### src/blv_pkg.sv
// Shared types and constants for the battery level gauge.
`default_nettype none
package blv_pkg;

    localparam int VOLT_W  = 12;
    localparam int LEVEL_W = 8;
    localparam int RISE_W  = 8;
    localparam int PTS_W   = 10;
    localparam int CFG_W   = 12;

    // default discharge curve, level 100 - 20*m at point m
    localparam logic [VOLT_W-1:0] DFLT_CURVE [6] = '{
        12'd2080, 12'd2000, 12'd1932, 12'd1888, 12'd1852, 12'd1603
    };
    localparam int DFLT_K = 5;

    localparam logic [VOLT_W-1:0] RST_MIN_VALID = 12'd1000;
    localparam logic [RISE_W-1:0] RST_RISE      = 8'd2;
    localparam logic [PTS_W-1:0]  RST_MIN_PTS   = 10'd5;
    localparam logic [PTS_W-1:0]  MIN_PTS_FLOOR = 10'd3;

    localparam logic signed [LEVEL_W-1:0] LEVEL_FULL    = 8'sd100;
    localparam logic signed [LEVEL_W-1:0] LEVEL_EMPTY   = 8'sd0;
    localparam logic signed [LEVEL_W-1:0] LEVEL_INVALID = -8'sd1;
    localparam logic [6:0] LEVEL_SCALE = 7'd100;

    typedef enum logic [1:0] {
        CFG_LEARN_MODE = 2'd0,
        CFG_MIN_VALID  = 2'd1,
        CFG_RISE       = 2'd2,
        CFG_MIN_PTS    = 2'd3
    } t_cfg_idx;

    typedef enum logic [3:0] {
        OP_NONE,
        OP_START,
        OP_EVAL,
        OP_C1,
        OP_CN,
        OP_SCAN,
        OP_RUN,
        OP_M1,
        OP_M2,
        OP_M3,
        OP_DIV,
        OP_NEXT,
        OP_APPEND
    } t_op;

    typedef struct packed {
        t_op op;
    } t_cmd;

    typedef struct packed {
        logic ev_done;
        logic ev_arith;
        logic hit_hi;
        logic hit_lo;
        logic scan_hit;
        logic scan_end;
        logic run_more;
        logic zero;
        logic div_last;
        logic out_free;
    } t_stat;

endpackage
`default_nettype wire

### src/blv_ctrl.sv
// Sequencer that steps the datapath through one sample.
`default_nettype none
module blv_ctrl import blv_pkg::*; (
    input  wire logic  i_clk,
    input  wire logic  i_rst_n,
    input  wire logic  i_in_valid,
    output logic       o_in_ready,
    input  wire t_stat i_stat,
    output t_cmd       o_cmd
);
    typedef enum logic [3:0] {
        S_IDLE, S_EVAL, S_C1, S_CN, S_SCAN, S_RUN,
        S_M1, S_M2, S_M3, S_DIV, S_NEXT, S_FIN
    } t_state;

    t_state r_state, n_state;
    logic   r_sel, n_sel;   // 0: level of previous sample, 1: of new sample
    t_state s_done;

    assign o_in_ready = (r_state == S_IDLE);
    assign s_done     = r_sel ? S_FIN : S_NEXT;

    always_comb begin
        n_state  = r_state;
        n_sel    = r_sel;
        o_cmd.op = OP_NONE;
        unique case (r_state)
            S_IDLE: begin
                if (i_in_valid) begin
                    o_cmd.op = OP_START;
                    n_sel    = 1'b0;
                    n_state  = S_EVAL;
                end
            end
            S_EVAL: begin
                o_cmd.op = OP_EVAL;
                priority if (i_stat.ev_done) n_state = s_done;
                else if (i_stat.ev_arith)    n_state = S_M1;
                else                         n_state = S_C1;
            end
            S_C1: begin
                o_cmd.op = OP_C1;
                n_state  = i_stat.hit_hi ? s_done : S_CN;
            end
            S_CN: begin
                o_cmd.op = OP_CN;
                n_state  = i_stat.hit_lo ? s_done : S_SCAN;
            end
            S_SCAN: begin
                o_cmd.op = OP_SCAN;
                priority if (i_stat.scan_hit) n_state = S_RUN;
                else if (i_stat.scan_end)     n_state = s_done;
                else                          n_state = S_SCAN;
            end
            S_RUN: begin
                o_cmd.op = OP_RUN;
                if (!i_stat.run_more) begin
                    n_state = S_M1;
                end
            end
            S_M1: begin
                o_cmd.op = OP_M1;
                n_state  = S_M2;
            end
            S_M2: begin
                o_cmd.op = OP_M2;
                n_state  = i_stat.zero ? s_done : S_M3;
            end
            S_M3: begin
                o_cmd.op = OP_M3;
                n_state  = S_DIV;
            end
            S_DIV: begin
                o_cmd.op = OP_DIV;
                if (i_stat.div_last) begin
                    n_state = s_done;
                end
            end
            S_NEXT: begin
                o_cmd.op = OP_NEXT;
                n_sel    = 1'b1;
                n_state  = S_EVAL;
            end
            S_FIN: begin
                if (i_stat.out_free) begin
                    o_cmd.op = OP_APPEND;
                    n_state  = S_IDLE;
                end
            end
            default: n_state = S_IDLE;
        endcase
    end

    always_ff @(posedge i_clk) begin
        if (!i_rst_n) begin
            r_state <= S_IDLE;
            r_sel   <= 1'b0;
        end else begin
            r_state <= n_state;
            r_sel   <= n_sel;
        end
    end
endmodule
`default_nettype wire

### config.mk
export PLATFORM = sky130hd
export DESIGN_NAME = blv_ctrl
export DESIGN_NICKNAME = d
export VERILOG_FILES = /design/src/blv_pkg.sv /design/src/blv_ctrl.sv
export SDC_FILE = /design/constraint.sdc
export NUM_CORES = 1
export LEC_CHECK = 0
export CORE_AREA = 2 2 39 41
export DETAILED_ROUTE_END_ITERATION = 6
export DIE_AREA = 0 0 41 43
export DONT_BUFFER_PORTS = 1
export GPL_ROUTABILITY_DRIVEN = 0
export HOLD_SLACK_MARGIN = 0.02
export SYNTH_ARGS = -nofsm -noshare
export SYNTH_HDL_FRONTEND = slang
export SYNTH_SLANG_ARGS = --single-unit
### constraint.sdc
create_clock -name i_clk -period 3.3 [get_ports i_clk]
set_input_delay 0 -clock i_clk [delete_from_list [all_inputs] [get_ports i_clk]]
set_output_delay 0 -clock i_clk [all_outputs]
set_load 0.05 [all_outputs]
# Word level (Yosys, flattened, before mapping)
# Index checks and enable logic that the tools add are counted.
dict set report word_totals {
  ff_bits 5
  inputBits 13
  output_inout_bits 5
  elab_cells 39
}
dict set report op_classes {
  eq_ne 15
  mux 18
  n_reduce_logical 4
}
# cell n
set ops {}
lappend ops {{one-hot mux 4 bit (12 select lines)} 2}
lappend ops {{two-way mux 4 bit} 10}
lappend ops {{== test 4 x 3 -> 1 bit (second input constant)} 4}
lappend ops {{== test 4 bit (second input constant)} 4}
lappend ops {{== test 4 x 2 -> 1 bit (second input constant)} 2}
lappend ops {{!= test 2 bit (second input constant)} 4}
lappend ops {{== test 4 x 1 -> 1 bit (second input constant)} 1}
lappend ops {{logical NOT 4 bit} 1}
lappend ops {{AND reduction 4 bit} 1}
lappend ops {{two-way mux 1 bit} 3}
lappend ops {{two-way mux 3 bit} 1}
lappend ops {{two-way mux 2 bit} 1}
lappend ops {{one-hot mux 1 bit (2 select lines)} 1}
lappend ops {{AND reduction 2 bit} 1}
lappend ops {{nonzero test 2 bit} 1}

# Logic depth before layout (Yosys ltp)
# Gate-level depths: netlist (run 1).
dict set report logic_depth {
  ltp_word 4
  ltp_mapped 6
  mapped_depth_nobuf 4
}

# Least setup slack after synthesis (run 1)
# No wires, ideal clock.
dict set report synth_timing {
  path_kind {register -> register}
  from {reg r_state[0]}
  to {reg r_state[1]}
  setup_time_ns 0.126
  t_arrival_ns 2.429
  path_slack_ns 0.745
  path_stages_with_launch 5
  synth_period_minus_slack_ns 2.555
  path_cell_list {dfxtp_1 -> nor4_1 -> nand2b_1 -> nand4_1 -> o31ai_1}
}
dict set report synth_via {
  elab_chain_cells 3
  elab_cells_between_ends 18
}
# element line
set synth_lines {}
lappend synth_lines {{start, declared} blv_ctrl.sv:16} ;# t_state r_state, n_state;
lappend synth_lines {{start signal, assigned} blv_ctrl.sv:99} ;# r_state <= n_state;
lappend synth_lines {{logical NOT 4 bit *} n/a}
lappend synth_lines {{net o_in_ready} blv_ctrl.sv:7} ;# output logic o_in_ready,
lappend synth_lines {{!= test 2 bit (no line)} n/a}
lappend synth_lines {{AND reduction 4 bit (no line)} n/a}
# Mark *: on every way through the listed nets, which the timed path passes. The rest lies on a longest branch.
# A chain may end at the register's enable or synchronous reset.

==> results of run 1 <==
[worst max-delay path: cells and delay by family (launching register included)]
kind	cells	cell delay (ns)
AO/OA/AOI/OAI	2	0.91
flip-flops	1	0.76
AND/OR/NAND/NOR	1	0.25
[per-layer routing]
metal,GRT usage,wire length [µm],up-vias
met4,0.08000,21,0
met5,0,0,-
met3,0.03665,73,4
met2,0.2500,648,20
met1,0.2613,618,256
li1,-,-,293
[power by group through the flow]
stage	clock, mW	sequential [mW]	combinational [mW]
global placement	0	0.163	0.386
global route	0.0805	0.175	0.421
detailed placement	0	0.164	0.387
floorplan	0	0.0993	0.399
CTS	0.0754	0.164	0.392
finish	0.0743	0.166	0.392
[kinds of logic after synthesis]
logic type | count (synthesis) | share of synthesized area
and+or+nand+nor | 34 | 0.3687
AOI/OAI and AO/OA | 25 | 0.3157
buffers and inverters | 9 | 0.08608
DFF | 5 | 0.1766
muxes | 2 | 0.03753
xor gates and xnor gates | 1 | 0.01546
[state kept, by name (all words and copies together) (netlist names)]
name / flops
r_sel: 1
r_state: 4
[metrics by stage]
stage | total power, mW | cells | util | cell area [µm²] | setup slack [ns]
after detailed placement | 0.5511 | 87 | 0.4069 | 563.0 | 1.407
after floorplan | 0.4987 | 76 | - | 566.8 | 0.7449
after global routing | 0.6767 | 94 | 0.4476 | 619.3 | 1.031
after global placement | 0.5489 | 87 | 0.4069 | 563.0 | 1.463
after CTS | 0.6314 | 94 | 0.4476 | 619.3 | 1.140
final | 0.6326 | 94 | 0.4476 | 619.3 | 1.132
[final cells by class]
class                           count  area (µm²)
Sequential cell                     5       100.1
Multi-Input combinational cell     62       424.2
Clock buffer                        4       26.28
Fill cell                         141       764.5
Timing Repair Buffer                4       37.54
Inverter                            3       11.26
Tap cell                           16       20.02
[layout by cell type, fill, tap and decap left out, types with 2 or more instances in the layout]
cell	count
sky130_fd_sc_hd__a21oi_1	7
sky130_fd_sc_hd__nor2_1	6
sky130_fd_sc_hd__nand2_1	5
sky130_fd_sc_hd__dfxtp_1	5
sky130_fd_sc_hd__nand2b_1	4
sky130_fd_sc_hd__inv_1	3
sky130_fd_sc_hd__o22ai_1	3
sky130_fd_sc_hd__nand3b_1	3
sky130_fd_sc_hd__clkbuf_4	3
sky130_fd_sc_hd__dlygate4sd3_1	3
sky130_fd_sc_hd__o21ai_0	2
sky130_fd_sc_hd__nand4b_1	2
sky130_fd_sc_hd__o31ai_1	2
sky130_fd_sc_hd__a221oi_1	2
sky130_fd_sc_hd__nor2b_1	2
[final timing paths]
| kind | slack, ns | cells after the start | end | from |
|---|---|---|---|---|
| worst max register to register | 1.48 | 4 | r_state[0] | r_state[2] |
| worst max-delay path | 1.13 | 3 | o_cmd[2] | r_state[1] |
| worst min-delay path | 0.08 | 4 | r_state[0] | i_stat[5] |
| worst min register to register | 0.55 | 2 | r_sel | r_sel |
==> results summary, run 1 <==
In this run, synthesis produced a sequential element count of 5. The headroom to the max-slew limit is 0.3008. The synthesized design spends more area on one cell type than any other, namely sky130_fd_sc_hd__dfxtp_1. The first global-routing pass estimated about 2.2 mm of wire. The worst hold slack came out at 0.08346 ns.

At the worst endpoint, the required time is about 3.3 ns. The yosys synthesis warning count is 0. The cell area that synthesis handed to floorplanning was 566.8 µm². For the pin with the worst max-slew slack, the measured transition is 1.064 ns. The site row count came out at 14. The maximum level of the CTS H-tree is 1. The routed length per instance is ~14 µm. The final worst clock skew came out at 0.004817 ns.

STA classifies the critical path startpoint as a register. After layout, the minimum clock period comes to 2.168 ns. The first-pass iteration count of the detailed router came out at 4. The largest individual stage delay along the critical path comes from the cell sky130_fd_sc_hd__o22ai_1. The clock transition at the registers of the reported paths is 0.04 ns. The count of pins over their slew limit was 0. The total track usage is 0.1809.

The final routed wirelength across all metal layers came out at 1.361 mm. The highest net fanout along the worst path came out at 21. By count the netlist is led by sky130_fd_sc_hd__a21oi_1, sky130_fd_sc_hd__nor2_1, sky130_fd_sc_hd__dfxtp_1, sky130_fd_sc_hd__nand2_1, sky130_fd_sc_hd__nand2b_1.

The antenna diode count came out at 0. The initial antenna violation count came to 0. The number of I/O pins came out at 18. Walking the worst path, the cells encountered are and2_1, o21ai_0, o22ai_1.

The period utilization is 0.6569. The leakage power figure came out at approximately 0.20 nW. The share of the synthesized area in the top cell type came out at 0.1766. The maximum ir drop on the vdd rail is 0.5608 mV. The peak clock frequency supported by timing came out at between 400 and 500 MHz. The die width is slightly above 40 µm. The proportion of synthesized flip-flops having asynchronous set or reset came out at 0. The worst setup path is of the reg2out kind. The power density over the cells came out at 1021 mW/mm². From bottom edge to top edge, the die measures around 43 µm. The count of input and output buffers came out at 0. The final number of setup-violating endpoints is 0. The cell-internal power is between 0.2 and 0.3 mW.

The count of hold-fix buffers inserted at cts is 3. Of the total power, combinational logic draws 0.620. Of the total power, the clock network draws 0.117. The HPWL after detailed placement is ~950 µm. The number of different library cells in the post-synthesis netlist is 39. Setup repair after global routing left no endpoint under its margin. The number of remaining DRC errors came out at 0. The quantity of gates resized following cts came out at 0. The clock root buffer is sky130_fd_sc_hd__clkbuf_4. After routing, the total negative slack on setup checks comes to 0 ns. The number of buffers created by CTS came out at 3. Max-cap violations in this run came to 0.

The path class of the tightest hold or removal check is in2reg. The relative area change from synthesis to final layout came out at 9.271%. CTS saw 5 sinks. The later pin in the worst-skew pair is clocked with a latency of 0.25 ns. Once the clock tree was built, the setup fixing pass inserted 0 buffers.

The net switching power figure is about 0.37 mW. In this run, the number of DRC markers left after iteration 0 of detailed routing was 10. The placeable core area came out at 0.001384 mm². The number of enable-type register cells in the synthesized netlist came out at 0. The starting utilization of the core area is 0.4096. The count of mapped cells out of synthesis came out at 76. The via count came out at 573. Of the cells placed in the final design, the portion with a size suffix greater than 1 is 0.1282. For this run, the register share of the synthesized area comes to 0.1766. The synthesized net count came out at 89.

The run finished with clean final reports. In the post-synthesis netlist, the biggest area contributors are sky130_fd_sc_hd__dfxtp_1, sky130_fd_sc_hd__a21oi_1, sky130_fd_sc_hd__nand2b_1. The number of nets in the finished design came out at between 90 and 100. The final hold violation count is 0. The per-cell via count in the routed design came out at 6.096. The data arrival time of the worst path is 2.17 ns. STA classifies the critical path endpoint as an output port.

The floorplan step defined a die boundary enclosing 0.001763 mm². The total global routing overflow came out at 0. The most used flip-flop cell after synthesis is sky130_fd_sc_hd__dfxtp_1. The number of nets still failing antenna checks after routing is 0.

The number of global-route vias before repair came out at 526. The clock passes through at most 2 buffers. The net switching share of the total power came out at 0.5795. Of the total power, registers draw 0.262. The most common cell in the synthesized netlist is sky130_fd_sc_hd__a21oi_1.

TritonCTS built the clock tree. Averaged over all synthesized cells, the footprint is roughly 7.5 µm². In this design, the stage delay of the slowest critical-path cell is 0.82 ns. The maximum number of pins on one net before global-route repair came out at 25.
Note: power is estimated with default switching activity, not from simulation.
==> inputs of run 2 (changes only) <==
clock period = 2.2 ns   (was 3.3 ns; I/O delays follow)
==> run 2 against run 1 <==
Clock-buffer cell count is the same. Critical path depth is 1 higher. Clock power is 39% higher. Core utilization increased by 1.6 points. Setup slack got worse by 0.80 ns. Clock skew decreased by 0.0011 ns. Flip-flop and latch count unchanged. Die area stayed put. Critical path type is now reg2reg.
==> results summary, run 2 (same netlist as run 1, synthesis figures left out) <==
The CTS tree is done (unchanged). The fraction of final layout cells sized beyond drive strength 1 is 0.1605 (was 0.1282). The endpoint required time on the critical path is 2.31 ns (was 3.30 ns). The total die area is 0.001763 mm² (unchanged). The antenna diode count is 0 (unchanged).

Unrepaired setup endpoints after global routing: false (unchanged). The number of I/O pins came out at 18 (unchanged). The post-CTS setup buffer count is 0 (unchanged).

The worst path needs 1.869 ns of the cycle, external delays included. The sum of net half-perimeters after detailed placement was 1.015 mm (was 951.1 µm). The flip-flop count of the largest register, all copies and words added was 4 (unchanged). The peak clock frequency supported by timing came out at ~540 MHz. The most common library cell in the layout ignoring fill and taps is sky130_fd_sc_hd__a21oi_1 (unchanged). Largest registers: r_state: 4 flops, r_sel: 1 flops (unchanged).

The count of hold-fix buffers inserted at cts is 3 (unchanged). The final standard cell utilization of the core came out at 0.4638 (was 0.4476). The data arrival time of the worst path is 1.98 ns (was 2.17 ns).

The count of input and output buffers is 0 (unchanged). The final hold violation count came to 0 (unchanged). The worst setup path endpoint is r_state[0] (was o_cmd[2]). The worst-case register-to-register setup slack came to 0.33 ns (was 1.48 ns). The clock root buffer was sky130_fd_sc_hd__clkbuf_4 (unchanged).

The highest net fanout along the worst path is 24 (was 21). The delay of the slowest critical-path stage is 0.85 ns (was 0.82 ns). The slew at the pin closest to its max-slew limit was 0.8274 ns (was 1.064 ns). The clock latency at the later pin of the worst-skew pair was 0.24 ns (was 0.25 ns). The count of pins over their slew limit is 0 (unchanged). Result of the run: completed (unchanged). The leakage power figure is 0.2172 nW (was 0.2015 nW).

The total global routing overflow came out at 0 (unchanged). The per-cell via count in the routed design is 6.196 (was 6.096). The number of buffers created by CTS came out at 3 (unchanged). The number of nets still failing antenna checks after routing is 0 (unchanged). The worst min-delay path category was in2reg (unchanged). The DRC marker count from the first detailed-route iteration is 6 (was 10).

The number of max-cap violations is 0 (unchanged). The clock sink total is 5 (unchanged). The number of remaining DRC errors came out at 0 (unchanged). The final worst clock skew came to 0.003707 ns (was 0.004817 ns). Chain of cells forming the critical path: mux2i_1, o22ai_1, a221oi_1, o2bb2ai_1 (was and2_1, o21ai_0, o22ai_1). The number of nets in the finished design came out at 95 (was 92).

The power density over the cells is 1534 mW/mm² (was 1021 mW/mm²). The slowest stage cell on the critical path was sky130_fd_sc_hd__dfxtp_1 (was sky130_fd_sc_hd__o22ai_1). The reg-to-reg endpoint is r_state[0] (unchanged). The site row count was 14 (unchanged).

The first-pass GRT wire length is 2.221 mm (was 2.173 mm). Commonest cells after routing, fill and taps aside: sky130_fd_sc_hd__a21oi_1, sky130_fd_sc_hd__nor2_1, sky130_fd_sc_hd__nand2_1, sky130_fd_sc_hd__dfxtp_1 (was sky130_fd_sc_hd__a21oi_1, sky130_fd_sc_hd__nor2_1, sky130_fd_sc_hd__nand2_1, sky130_fd_sc_hd__dfxtp_1, sky130_fd_sc_hd__nand2b_1). The maximum level of the CTS H-tree came to 1 (unchanged). The first-pass iteration count of the detailed router is 5 (was 4). The total track usage came out at 0.1827 (was 0.1809).

The floorplan die height is 43 µm (unchanged). The kind of end point of the critical path is a register (was output port). The relative area change from synthesis to final layout is 13.25% (was 9.271%).

The final routed wirelength across all metal layers is 1.442 mm (was 1.361 mm). The die width is 41 µm (unchanged). The origin of the worst setup path is r_state[2] (was r_state[1]). The final number of setup-violating endpoints is 0 (unchanged). The overall power after layout came out at 0.9849 mW (was 0.6326 mW).

The starting utilization of the core area was 0.4096 (unchanged). The maximum number of pins on one net before global-route repair came to 25 (unchanged). The period utilization came out at 0.8493. The routed length per instance came out at 14.87 µm (was 14.48 µm). The critical register-to-register path startpoint is r_state[2] (unchanged). The headroom to the max-slew limit came out at 0.4476 (was 0.3008). The type of the worst setup path was reg2reg (was reg2out). The maximum count of clock buffers along a single path is 2 (unchanged). The initial antenna violation count was 0 (unchanged).

The clock transition at the registers of the reported paths is 0.04 ns (about the same). The type of origin of the critical path is a register (unchanged). The number of cell instances on the worst register-to-register path came out at 4 (unchanged). The largest register by flop count is r_state (unchanged). The via count came out at 601 (was 573). The setup total negative slack came to 0 ns (unchanged). The number of global-route vias before repair came out at 511 (was 526). The quantity of gates resized following cts is 0 (unchanged).

The maximum ir drop on the vdd rail came out at 0.6840 mV (was 0.5608 mV). The placeable core area came out at 0.001384 mm² (unchanged).
## run 2: cell types whose count changed in the layout (fill, tap and decap cells not counted)
cell / before / now
sky130_fd_sc_hd__buf_4: 1 / 4
## run 2: worst min path at each step
stage / startpoint / cells past startpoint / slack (ns) / to
global placement: i_rst_n / 1 / 0.13 / r_state[0]
detailed placement: i_rst_n / 1 / 0.14 / r_state[0]
global route: i_stat[0] / 3 / 0.11 / r_state[3]
finish: i_stat[5] / 4 / 0.10 / r_state[0]
CTS: i_stat[5] / 4 / 0.1 / r_state[0]
floorplan: i_rst_n / 1 / 0.12 / r_state[0]
## run 2: layer usage
layer,vias up,track usage,share of wire
met5,-,0,0
met2,17,0.2719,0.50
met1,284,0.2412,0.45
li1,300,-,-
met4,0,0.02000,0
met3,0,0.08901,0.050
## run 2: layout make-up
type	count	area (µm²)
inverter	3	11.26
timing repair buffer	7	60.06
multi-input combinational	62	424.2
clock buffer	4	26.28
tap	16	20.02
sequential	5	100.1
fill	147	742.0
## run 2: stage by stage
stage / setup WS, ns / cell area (µm²) / hold WS, ns / std cells
3_5_place_dp: 0.3934 / 585.6 / 0.1370 / 90
2_1_floorplan: 0.3329 / 573.1 / 0.1169 / 76
4_1_cts: 0.3760 / 641.9 / 0.09860 / 97
6_report: 0.3314 / 641.9 / 0.1017 / 97
5_1_grt: 0.2036 / 641.9 / 0.1124 / 97
3_3_place_gp: 0.4168 / 585.6 / 0.1316 / 90
## run 2: report_power, final
group	internal, mW	total, mW	switching [mW]
clock network	0.0684	0.103	0.0350
logic	0.246	0.631	0.385
registers	0.120	0.251	0.131
total	0.434	0.985	0.551
## run 2: worst max-delay path, delay by kind of cell, from the launching register on
| family | cells | cell delay (ns) |
|---|---|---|
| compound gates | 3 | 0.54 |
| mux | 1 | 0.35 |
| flops | 1 | 0.85 |
==> inputs of run 3 (changes only) <==
clock period = 1.7 ns   (was 2.2 ns; I/O delays follow)
==> run 3 against run 2 <==
Design area increased by 11%. Cell count increased by 8.2%. Clock-buffer cell count unchanged. Critical path depth unchanged. Total power increased by 45%. Sequential share of layout area decreased by 1.4 points. Via count increased by 3.0%. Critical path type unchanged. Critical endpoint is now r_state[1].
==> results summary, run 3 (same netlist as run 1, synthesis figures left out) <==
Result of the run: completed (unchanged). Largest registers: r_state: 4 flops, r_sel: 1 flops (unchanged). The number of nets still failing antenna checks after routing came out at 0 (unchanged). Commonest cells after routing, fill and taps aside: sky130_fd_sc_hd__buf_4, sky130_fd_sc_hd__a21oi_1, sky130_fd_sc_hd__nor2_1 (was sky130_fd_sc_hd__a21oi_1, sky130_fd_sc_hd__nor2_1, sky130_fd_sc_hd__nand2_1, sky130_fd_sc_hd__dfxtp_1).

The per-cell via count in the routed design is 5.895 (was 6.196). The slew at the pin closest to its max-slew limit is 0.4366 ns (was 0.8274 ns). The number of max-cap violations came out at 0 (unchanged).

The maximum count of clock buffers along a single path is 2 (unchanged). The first-pass iteration count of the detailed router is 4 (was 5). The maximum level of the CTS H-tree is 1 (unchanged). The count of input and output buffers came out at 0 (unchanged). The number of buffers created by CTS is 3 (unchanged).

The final hold violation count came out at 0 (unchanged). The initial antenna violation count is 0 (unchanged). The placeable core area came out at 0.001384 mm² (unchanged). The fraction of final layout cells sized beyond drive strength 1 is 0.2472 (was 0.1605).

The maximum ir drop on the vdd rail came to 0.9020 mV (was 0.6840 mV). The headroom to the max-slew limit was 0.7086 (was 0.4476). The highest net fanout along the worst path came out at 13 (was 24). The number of nets in the finished design is 103 (was 95). The clock transition at the registers of the reported paths came out at 0.04 ns (about the same). The setup total negative slack is 0 ns (unchanged).

The largest register by flop count was r_state (unchanged). The minimum setup slack in the final design came to 0.1208 ns (was 0.3314 ns). The final number of setup-violating endpoints came out at 0 (unchanged). The peak clock frequency supported by timing came out at 633.2 MHz (was 535.2 MHz).

The floorplan die height is 43 µm (unchanged). The site row count is 14 (unchanged). The routed length per instance was 14.93 µm (was 14.87 µm).

The cell class contributing the biggest share of worst-path delay is compound AO/OA/AOI/OAI gates (was flip-flops). The data arrival time of the worst path is 1.73 ns (was 1.98 ns). The DRC marker count from the first detailed-route iteration is 12 (was 6). The startpoint of the lowest-slack hold path is i_stat[5] (unchanged).

The leakage power figure was 0.2618 nW (was 0.2172 nW). The antenna diode count is 0 (unchanged). The type of origin of the critical path is a register (unchanged).

The end of the worst hold path is r_state[0] (unchanged). The slowest stage cell on the critical path is sky130_fd_sc_hd__dfxtp_1 (unchanged). The total global routing overflow came out at 0 (unchanged).

The number of cell instances on the worst register-to-register path is 4 (unchanged). The first-pass GRT wire length came out at 2.553 mm (was 2.221 mm). The number of cells on the worst hold path is 4 (unchanged).

The area of combinational cells with multiple inputs came to 432.9 µm² (was 424.2 µm²). The relative area change from synthesis to final layout came out at 25.61% (was 13.25%). The via count came to 619 (was 601). The starting utilization of the core area came to 0.4096 (unchanged). The critical register-to-register path startpoint is r_state[3] (was r_state[2]). The period utilization came out at 0.9289 (was 0.8493).

The sequential standard cell area is 101.3 µm² (was 100.1 µm²). The flip-flop count of the largest register, all copies and words added came out at 4 (unchanged). The clock sink total came out at 5 (unchanged). The sum of buffers and inverters on the critical path was 1 (was 0). The count of placed standard cells including taps is 98 (was 90). The number of I/O pins is 18 (unchanged). The total die area is 0.001763 mm² (unchanged). The final period demand of the worst path is 1.579 ns (was 1.869 ns). The clock root buffer is sky130_fd_sc_hd__clkbuf_4 (unchanged). The final worst clock skew is 0.0001609 ns (was 0.003707 ns). Chain of cells forming the critical path: inv_1, a311oi_2, nor3_1, o31ai_1 (was mux2i_1, o22ai_1, a221oi_1, o2bb2ai_1). The total track usage is 0.2129 (was 0.1827). The endpoint required time on the critical path is 1.85 ns (was 2.31 ns). The delay of the slowest critical-path stage came out at 0.58 ns (was 0.85 ns).

The final instance count without filler cells came out at 105 (was 97). The CTS tree is done (unchanged). The number of global-route vias before repair was 609 (was 511).

The final standard cell utilization of the core came out at 0.5145 (was 0.4638). The die width came out at 41 µm (unchanged). The sum of net half-perimeters after detailed placement was 1.136 mm (was 1.015 mm). The kind of end point of the critical path is a register (unchanged). The power density over the cells is 2002 mW/mm² (was 1534 mW/mm²). The number of remaining DRC errors came out at 0 (unchanged). The worst min-delay path category is in2reg (unchanged).

The final routed wirelength across all metal layers is 1.568 mm (was 1.442 mm). The worst slack after detailed placement is 0.1699 ns (was 0.3934 ns). The count of pins over their slew limit is 0 (unchanged).

The maximum number of pins on one net before global-route repair came out at 16 (was 25). The most common library cell in the layout ignoring fill and taps is sky130_fd_sc_hd__buf_4 (was sky130_fd_sc_hd__a21oi_1). The overall power after layout came out at 1.425 mW (was 0.9849 mW).

The clock latency at the later pin of the worst-skew pair came out at 0.24 ns (about the same). The fill cell instance count of the final layout is 144 (was 147). The reg-to-reg endpoint was r_state[1] (was r_state[0]).

Unrepaired setup endpoints after global routing: false (unchanged). The type of the worst setup path is reg2reg (unchanged). The worst-case register-to-register setup slack came out at 0.12 ns (was 0.33 ns).
run 3: through the flow:
stage | hold WS, ns | area (µm²)
2_1_floorplan | 0.1169 | 581.8
3_3_place_gp | 0.1273 | 654.4
5_1_grt | 0.1226 | 711.9
4_1_cts | 0.08061 | 710.7
3_5_place_dp | 0.1241 | 654.4
6_report | 0.09524 | 711.9
run 3: per-layer routing:
layer / routed length, µm / GRT usage / vias to the layer above / share of wire
met2: 705 / 0.3250 / 19 / 0.45
met3: 67 / 0.03141 / 4 / 0.043
met5: 0 / 0 / - / 0
met1: 757 / 0.2701 / 279 / 0.48
li1: - / - / 317 / -
met4: 38 / 0.1200 / 0 / 0.024
run 3: layout make-up:
type,instances,area share
sequential,5,0.1424
tap,16,0.02812
clock buffer,4,0.03691
inverter,3,0.01582
timing repair buffer,15,0.1687
multi-input combinational,62,0.6081
run 3: where the power goes:
part	leakage (nW)	internal (mW)	switching (mW)	total, mW
registers	0.0414	0.158	0.0920	0.250
clock network	0.0150	0.0886	0.0471	0.136
logic	0.205	0.421	0.619	1.04
total	0.262	0.667	0.758	1.43
run 3: tightest hold or removal path, stage by stage:
cell	delay, ns
sky130_fd_sc_hd__nor2_1	0.03
sky130_fd_sc_hd__nand2_1	0.06
sky130_fd_sc_hd__a221oi_1	0.09
sky130_fd_sc_hd__o2bb2ai_1	0.11
run 3: what timing repair did:
action / in CTS / in global routing
hold buffers: 3 / 0
buffers inserted: 0 / 0
resized for setup: 0 / 1
setup endpoints to repair: 0 / 1
hold endpoints to repair: 5 / 0
run 3: worst max-delay path by stage:
stage          cells past startpoint        from  slack, ns    endpoint
3_5_place_dp                       4  r_state[3]       0.17  r_state[1]
2_1_floorplan                      4  r_state[2]       0.08    o_cmd[2]
4_1_cts                            5  r_state[1]       0.14    o_cmd[2]
5_1_grt                            5  r_state[0]      0.007    o_cmd[2]
6_report                           4  r_state[3]       0.12  r_state[1]
3_3_place_gp                       4  r_state[3]       0.19  r_state[1]
